## src/bpa_pkg.sv

```systemverilog
`default_nettype none
package bpa_pkg;

  localparam int PAGE_COUNT  = 4096;
  localparam int ORDER_COUNT = 10;
  localparam int PG_W        = 12;
  localparam int LK_W        = 13;
  localparam int ORD_W       = 4;
  localparam int CNT_W       = 13;
  localparam int PAIR_W      = ORDER_COUNT - 1;
  localparam int SLOT_W      = PG_W - 1;

  localparam logic [LK_W-1:0] LINK_NONE = LK_W'(PAGE_COUNT);

  localparam logic [1:0] ST_DONE   = 2'd0;
  localparam logic [1:0] ST_NOBLK  = 2'd1;
  localparam logic [1:0] ST_REJECT = 2'd2;

  // commands from the sequencer to the datapath
  typedef struct packed {
    logic clr;
    logic load;
    logic init_cur;
    logic cur_inc;
    logic cur_dec;
    logic take_head;
    logic link_rd_pg;
    logic link_rd_buddy;
    logic pair_rd;
    logic pair_wr;
    logic unlink;
    logic push_a;
    logic push_b;
    logic pg_add;
    logic merge_step;
    logic cnt_sub;
    logic cnt_add;
    logic set_nob;
    logic set_rej;
    logic set_grant;
    logic out_load;
  } cmd_t;

  // status from the datapath to the sequencer
  typedef struct packed {
    logic clr_done;
    logic req_mode;
    logic alloc_ok;
    logic free_ok;
    logic head_valid;
    logic cur_top;
    logic cur_gt_req;
    logic can_merge;
    logic pair_was;
    logic out_free;
  } sts_t;

endpackage
`default_nettype wire

```

## src/bpa_ctl.sv

```systemverilog
`default_nettype none
module bpa_ctl (
  input  wire logic          clk,
  input  wire logic          rst_n,
  input  wire logic          in_valid,
  input  wire logic          in_mode,
  output logic               in_ready,
  input  wire bpa_pkg::sts_t sts,
  output bpa_pkg::cmd_t      cmd
);
  import bpa_pkg::*;

  localparam logic [3:0] S_CLR  = 4'd0,  S_IDLE = 4'd1,  S_ACHK = 4'd2,
                         S_SCAN = 4'd3,  S_ARD  = 4'd4,  S_AWR  = 4'd5,
                         S_SPL  = 4'd6,  S_P1   = 4'd7,  S_P2   = 4'd8,
                         S_FCHK = 4'd9,  S_FLP  = 4'd10, S_FPW  = 4'd11,
                         S_FUW  = 4'd12, S_DONE = 4'd13;

  logic [3:0] state_r, state_nxt;

  always_comb begin
    cmd       = '0;
    in_ready  = 1'b0;
    state_nxt = state_r;
    case (state_r)
      S_CLR: begin
        cmd.clr = 1'b1;
        if (sts.clr_done) state_nxt = S_IDLE;
      end
      S_IDLE: begin
        in_ready = 1'b1;
        if (in_valid) begin
          cmd.load  = 1'b1;
          state_nxt = in_mode ? S_FCHK : S_ACHK;
        end
      end
      S_ACHK: begin
        if (sts.alloc_ok) begin
          cmd.init_cur = 1'b1; state_nxt = S_SCAN;
        end else begin
          cmd.set_nob = 1'b1; state_nxt = S_DONE;
        end
      end
      S_SCAN: begin
        if (sts.cur_top) begin
          cmd.set_nob = 1'b1; state_nxt = S_DONE;
        end else if (sts.head_valid) begin
          cmd.take_head = 1'b1; state_nxt = S_ARD;
        end else begin
          cmd.cur_inc = 1'b1;
        end
      end
      S_ARD: begin
        cmd.link_rd_pg = 1'b1; cmd.pair_rd = 1'b1; state_nxt = S_AWR;
      end
      S_AWR: begin
        cmd.unlink = 1'b1; cmd.pair_wr = 1'b1; cmd.cnt_sub = 1'b1;
        state_nxt = S_SPL;
      end
      S_SPL: begin
        if (sts.cur_gt_req) begin
          cmd.cur_dec = 1'b1; state_nxt = S_P1;
        end else begin
          cmd.set_grant = 1'b1; state_nxt = S_DONE;
        end
      end
      S_P1: begin
        cmd.push_a = 1'b1; cmd.pair_rd = 1'b1; state_nxt = S_P2;
      end
      S_P2: begin
        cmd.push_b = 1'b1;
        if (sts.req_mode) begin
          state_nxt = S_DONE;
        end else begin
          cmd.pair_wr = 1'b1; cmd.pg_add = 1'b1; state_nxt = S_SPL;
        end
      end
      S_FCHK: begin
        if (sts.free_ok) begin
          cmd.init_cur = 1'b1; cmd.cnt_add = 1'b1; state_nxt = S_FLP;
        end else begin
          cmd.set_rej = 1'b1; state_nxt = S_DONE;
        end
      end
      S_FLP: begin
        if (sts.can_merge) begin
          cmd.pair_rd = 1'b1; state_nxt = S_FPW;
        end else begin
          state_nxt = S_P1;
        end
      end
      S_FPW: begin
        cmd.pair_wr = 1'b1;
        if (sts.pair_was) begin
          cmd.link_rd_buddy = 1'b1; state_nxt = S_FUW;
        end else begin
          state_nxt = S_P1;
        end
      end
      S_FUW: begin
        cmd.unlink = 1'b1; cmd.merge_step = 1'b1; state_nxt = S_FLP;
      end
      S_DONE: begin
        if (sts.out_free) begin
          cmd.out_load = 1'b1; state_nxt = S_IDLE;
        end
      end
      default: state_nxt = S_IDLE;
    endcase
  end

  always_ff @(posedge clk) begin
    if (!rst_n) state_r <= S_CLR;
    else        state_r <= state_nxt;
  end

endmodule
`default_nettype wire

```

## config.mk

```make
export PLATFORM = sky130hd
export DESIGN_NAME = bpa_ctl
export DESIGN_NICKNAME = d
export VERILOG_FILES = /design/src/bpa_pkg.sv /design/src/bpa_ctl.sv
export SDC_FILE = /design/constraint.sdc
export NUM_CORES = 1
export LEC_CHECK = 0
export BUFFER_PORTS_ARGS = -buffer_cell sky130_fd_sc_hd__buf_2
export CAP_MARGIN = 15
export CORE_MARGIN = 2
export CORE_UTILIZATION = 40
export CTS_BUF_LIST = sky130_fd_sc_hd__clkbuf_4
export DETAILED_ROUTE_END_ITERATION = 16
export PLACE_DENSITY = 0.77
export SYNTH_ARGS = -nofsm -noshare
export SYNTH_HDL_FRONTEND = slang
export SYNTH_SLANG_ARGS = --single-unit
```

## constraint.sdc

```tcl
create_clock -name clk -period 2.5 [get_ports clk]
set_clock_uncertainty 0.1 [all_clocks]
set_input_delay 0.375 -clock clk [delete_from_list [all_inputs] [get_ports clk]]
set_output_delay 0.375 -clock clk [all_outputs]
set_load 0.02 [all_outputs]
```

==> impl_metrics.toml, run 1 <==
[run_status]
status = "finished, final reports clean"

[worst_hold_path]
hold_start = "rst_n"
hold_class = "primary input to register"
holdPathEnd = "state_r[0]$_SDFFE_PN0P_"
min_path_cells = 3

[logic_synthesis]
synth-xor-area-share = 0
synth_compound_area_frac = 0.3499
synthAdderAreaFrac = 0
synth_edf_count = 0
avgSynthCellArea_um2 = 6.727
synth_warnings = 0
synth_mux_area_frac = 0.01473
async_flop_share = 0
synth_cells = 101
syn_area_um2 = 679.4
synthFlopType = "dfxtp_1"
synth_nets = 115
synthSimpleGateAreaFrac = 0.3517
synth-seq-cells = 4
synth_top_family_by_area = "simple AND/OR/NAND/NOR gates"
synth_cell_types = 37
yosysSeqAreaShare = 0.1179

[routing]
via_per_inst = 5.993
ant_nets = 0
route.detailed.drc = 0
post_drt_wl_per_cell_um = 14.22
num_vias = 881
finalWirelength_um = 2090
first_iter_violations = 32
first_pass_iters = 4

[floorplanning]
initial_core_util = 0.4407
boundaryPins = 36
dieArea_um2 = 2044
row_count = 14
die_h_um = 45.21
die_width_um = 45.21
placeableCoreArea_um2 = 1541

[critical_path]
rr_worst_depth = 4
startpoint_type = "register"
r2r-start = "state_r[3]$_SDFFE_PN0P_"
worst_setup_path_end_kind = "output pin"
crit_type = "register to output pin"
worst_ep_arrival_time_ns = 1.81
slowest_stage = "or4_4"
crit_required_ns = 2.03
cp_cell_sequence = "nand2b_1 > or4_4 > inv_1 > buf_2"
reg2reg_slack_ns = 0.63
crit_path_max_incr_delay_ns = 0.51
cp_max_fo = 15
r2r-end = "state_r[1]$_SDFFE_PN0P_"

[timing]
rsz0062_at_grt = "false"
finalCritPeriodShare = 0.9140
tns_ns = 0
slew_headroom = 0.6555
finalSetupViolCount = 0
worst_pin_slew_ns = 0.5160
clock.fmax_mhz = 437.6
hold_viol_final = 0
period_needed_ns = 2.285
final_max_slew_viol_count = 0

[global_route]
grt_pass1_wl_um = 3401
grt_pass1_vias = 730
overflow = 0
antenna_found_initial = 0
grt_max_degree = 23
grt_use_total = 0.2215

[clock_tree]
cts_buffer_depth = 2
hold_buffers = 0
cts_tree = "done"
clock_latency_ns = 0.23
cts.sinks = 4
root_buffer = "clkbuf_4"
clk_pin_slew_ns = 0.04
numCtsBuffers = 3
htreeDepth = 1
cts_resized = 0
post_cts_buffers = 0

[place]
dpl.hpwl_um = 1600
gp_congestion = 0.9554
dp_cells = 144
port-buffer-count = 35

[final_layout]
antenna_cells = 0
stdcell_count = 147
drive_above_1_share = 0.3435
area_delta_synth_final_pct = 23.76
final_nets = 147
largest_reg_flops = 4
top_register = "state_r"
finish.utilization = 0.5455
reg.largest.list = "state_r: 4 flops"

[pwr]
ir_worst_vdd_mv = 0.2252
leakagePower_nw = 0.4214
p_per_area_nw_per_um2 = 308.3

[run]
drv_cap = 0
-- how the worst max path moves through the flow --
stage | from | to | slack, ns
2_1_floorplan | state_r[2]$_SDFFE_PN0P_ | cmd[7] | 0.67
3_3_place_gp | state_r[3]$_SDFFE_PN0P_ | cmd[17] | 0.55
3_5_place_dp | state_r[3]$_SDFFE_PN0P_ | cmd[17] | 0.48
4_1_cts | state_r[3]$_SDFFE_PN0P_ | cmd[17] | 0.23
5_1_grt | state_r[1]$_SDFFE_PN0P_ | cmd[17] | 0.11
6_report | state_r[3]$_SDFFE_PN0P_ | cmd[17] | 0.22
-- Yosys cell counts (2+ instances only) --
cell	number	area, um2
dfxtp_1	4	80.08
inv_1	11	41.29
o22ai_1	3	18.77
a21oi_1	6	30.03
nor4_1	2	12.51
buf_2	6	30.03
nor2b_1	2	12.51
nor3_1	13	65.06
o21ai_0	3	15.01
and2_1	2	12.51
nand2_1	6	22.52
nor2_1	7	26.28
buf_6	3	33.78
nand2b_1	7	43.79
o32a_1	4	40.04
-- cells by family (layout without fill, tap and decap cells) --
kind of cell	Yosys count	count (layout)
DFF	4	4
and+or+nand+nor	44	44
buffers and inverters	21	51
muxes	1	1
AOI/OAI and AO/OA	31	31
-- placed cells by master, fill, tap and decap left out, drive strengths merged, types with 2 or more instances in the layout --
cell type  instances
buf               37
dfxtp              4
nor3              13
inv               11
nand2              7
clkbuf             3
nor4               2
nand2b             8
o32a               4
o21ai              3
a21oi              6
and2               2
nor2               7
o22ai              3
nor2b              2
-- metal layers --
layer | GRT usage | share of wire
met1 | 0.3092 | 0.43
met4 | 0.04118 | 0.011
met2 | 0.3429 | 0.47
met5 | 0 | 0
met3 | 0.06000 | 0.088
-- critical path, delay by kind of cell, from the launching register on --
kind	cells	cell delay (ns)
buffers and inverters	2	0.26
AND/OR/NAND/NOR	2	0.85
flip-flops	1	0.46
-- cell type report --
class	count	area [um2]
sequential	4	80.08
multi-input combinational	76	486.7
tap	16	20.02
inverter	11	41.29
clock buffer	3	22.52
fill	162	700.7
timing repair buffer	37	190.2
-- where the power goes --
group	switching (mW)	internal, mW
logic	0.0660	0.0417
clock network	0.0265	0.0537
registers	0.00398	0.0673
-- per-stage QoR --
step	instance area, um2	power, mW	hold WS [ns]	setup WS [ns]
floorplan	679.4	0.1500	0.3835	0.6663
global placement	818.3	0.1769	0.5452	0.5458
detailed placement	818.3	0.1772	0.5498	0.4776
CTS	840.8	0.2622	0.2962	0.2256
global route	840.8	0.2776	0.3154	0.1124
finish	840.8	0.2592	0.3097	0.2150
(Power assumes the default switching activity.)
==> run 2: changes to the inputs <==
PLACE_DENSITY = 0.72   (was 0.77)
==> impl_metrics.toml, run 2 (synthesis results as in run 1) <==
[run_status]
status = "finished, final reports clean"

[timing]
worst_pin_slew_ns = 0.5253
finalCritPeriodShare = 0.9055
rsz0062_at_grt = "false"
clock.fmax_mhz = 441.8
hold_viol_final = 0
period_needed_ns = 2.264
slew_headroom = 0.6493
final_max_slew_viol_count = 0
tns_ns = 0
finalSetupViolCount = 0
setup_slack_ns = 0.2363

[critical_path]
cp_cell_sequence = "nand2b_1 > or4_4 > inv_1 > buf_2"
cp_max_fo = 15
critPathBufInv = 2
critPathTopFamily = "simple AND/OR/NAND/NOR gates"
startpoint_type = "register"
slowest_stage = "or4_4"
crit_required_ns = 2.03
worst_setup_path_end_kind = "output pin"
crit_type = "register to output pin"
worst_ep_arrival_time_ns = 1.79
crit_path_max_incr_delay_ns = 0.49

[final_layout]
finish.utilization = 0.5552
area_delta_synth_final_pct = 25.97
drive_above_1_share = 0.3534
mostFrequentLayoutCells = "buf_2 (35), nor3_1 (13), inv_1 (11)"
layout_commonest_cell = "buf_2"
top_register = "state_r"
largest_reg_flops = 4
reg.largest.list = "state_r: 4 flops"
final_nets = 149
antenna_cells = 0

[floorplanning]
boundaryPins = 36
die_h_um = 45.21
dieArea_um2 = 2044
die_width_um = 45.21
placeableCoreArea_um2 = 1541
row_count = 14
initial_core_util = 0.4407

[global_route]
grt_max_degree = 16
grt_use_total = 0.2162
grt_pass1_vias = 734
antenna_found_initial = 0
overflow = 0
grt_pass1_wl_um = 3360

[clock_tree]
cts.sinks = 4
numCtsBuffers = 3
htreeDepth = 1
clk_pin_slew_ns = 0.04
cts_tree = "done"
root_buffer = "clkbuf_4"
clock_latency_ns = 0.23
cts_resized = 0
post_cts_buffers = 0
hold_buffers = 0
cts_buffer_depth = 2

[pwr]
leakagePower_nw = 0.4313
ir_worst_vdd_mv = 0.2069
p_per_area_nw_per_um2 = 309.8

[routing]
route.detailed.drc = 0
first_iter_violations = 79
post_drt_wl_per_cell_um = 14.43
via_per_inst = 6.248
first_pass_iters = 4
ant_nets = 0
num_vias = 931
finalWirelength_um = 2150

[place]
port-buffer-count = 35
pre_cts_slack_ns = 0.5082
dpl.hpwl_um = 1626
gp_congestion = 0.9145

[worst_hold_path]
hold_class = "primary input to register"

[run]
drv_cap = 0
run 2: changes by cell type in the layout (fill, tap and decap cells not counted), sizes merged:
| cell | previous run | this run |
|---|---|---|
| buf | 37 | 39 |
run 2: layout make-up:
type / count / area, um2
Tap cell: 16 / 20.02
Clock buffer: 3 / 22.52
Inverter: 11 / 41.29
Timing Repair Buffer: 39 / 205.2
Fill cell: 154 / 685.7
Multi-Input combinational cell: 76 / 486.7
Sequential cell: 4 / 80.08
run 2: path summary, 6_finish.rpt:
| kind | startpoint | end | slack, ns | depth (start not counted) |
|---|---|---|---|---|
| worst min-delay path | rst_n | state_r[3]$_SDFFE_PN0P_ | 0.31 | 3 |
| worst min register to register | state_r[1]$_SDFFE_PN0P_ | state_r[3]$_SDFFE_PN0P_ | 0.62 | 3 |
| worst max-delay path | state_r[3]$_SDFFE_PN0P_ | cmd[17] | 0.24 | 4 |
| worst max register to register | state_r[3]$_SDFFE_PN0P_ | state_r[1]$_SDFFE_PN0P_ | 0.64 | 4 |
run 2: metrics by stage:
| step | total power [mW] | area [um2] | hold WS (ns) | cells |
|---|---|---|---|---|
| 3_5_place_dp | 0.1822 | 833.3 | 0.5442 | 146 |
| 6_report | 0.2651 | 855.8 | 0.3134 | 149 |
| 3_3_place_gp | 0.1813 | 833.3 | 0.5436 | 146 |
| 4_1_cts | 0.2627 | 855.8 | 0.3080 | 149 |
| 5_1_grt | 0.2771 | 855.8 | 0.3241 | 149 |
| 2_1_floorplan | 0.1500 | 679.4 | 0.3835 | 101 |
run 2: power breakdown:
part           internal (mW)  total [mW]  leakage (nW)  switching [mW]
logic                 0.0448       0.108         0.385          0.0636
clock network         0.0537      0.0806        0.0138          0.0269
registers             0.0672      0.0762        0.0326         0.00896
total                  0.166       0.265         0.431          0.0994
run 2: worst min-delay path: cells and delay by family:
family	cells	cell delay, ns
AO/OA/AOI/OAI	1	0.04
buffers and inverters	2	0.18
run 2: metal layers:
layer / global-route usage / part of all wire
met5: 0 / 0
met1: 0.3197 / 0.41
met2: 0.3257 / 0.48
met4: 0.05294 / 0.0093
met3: 0.03200 / 0.098
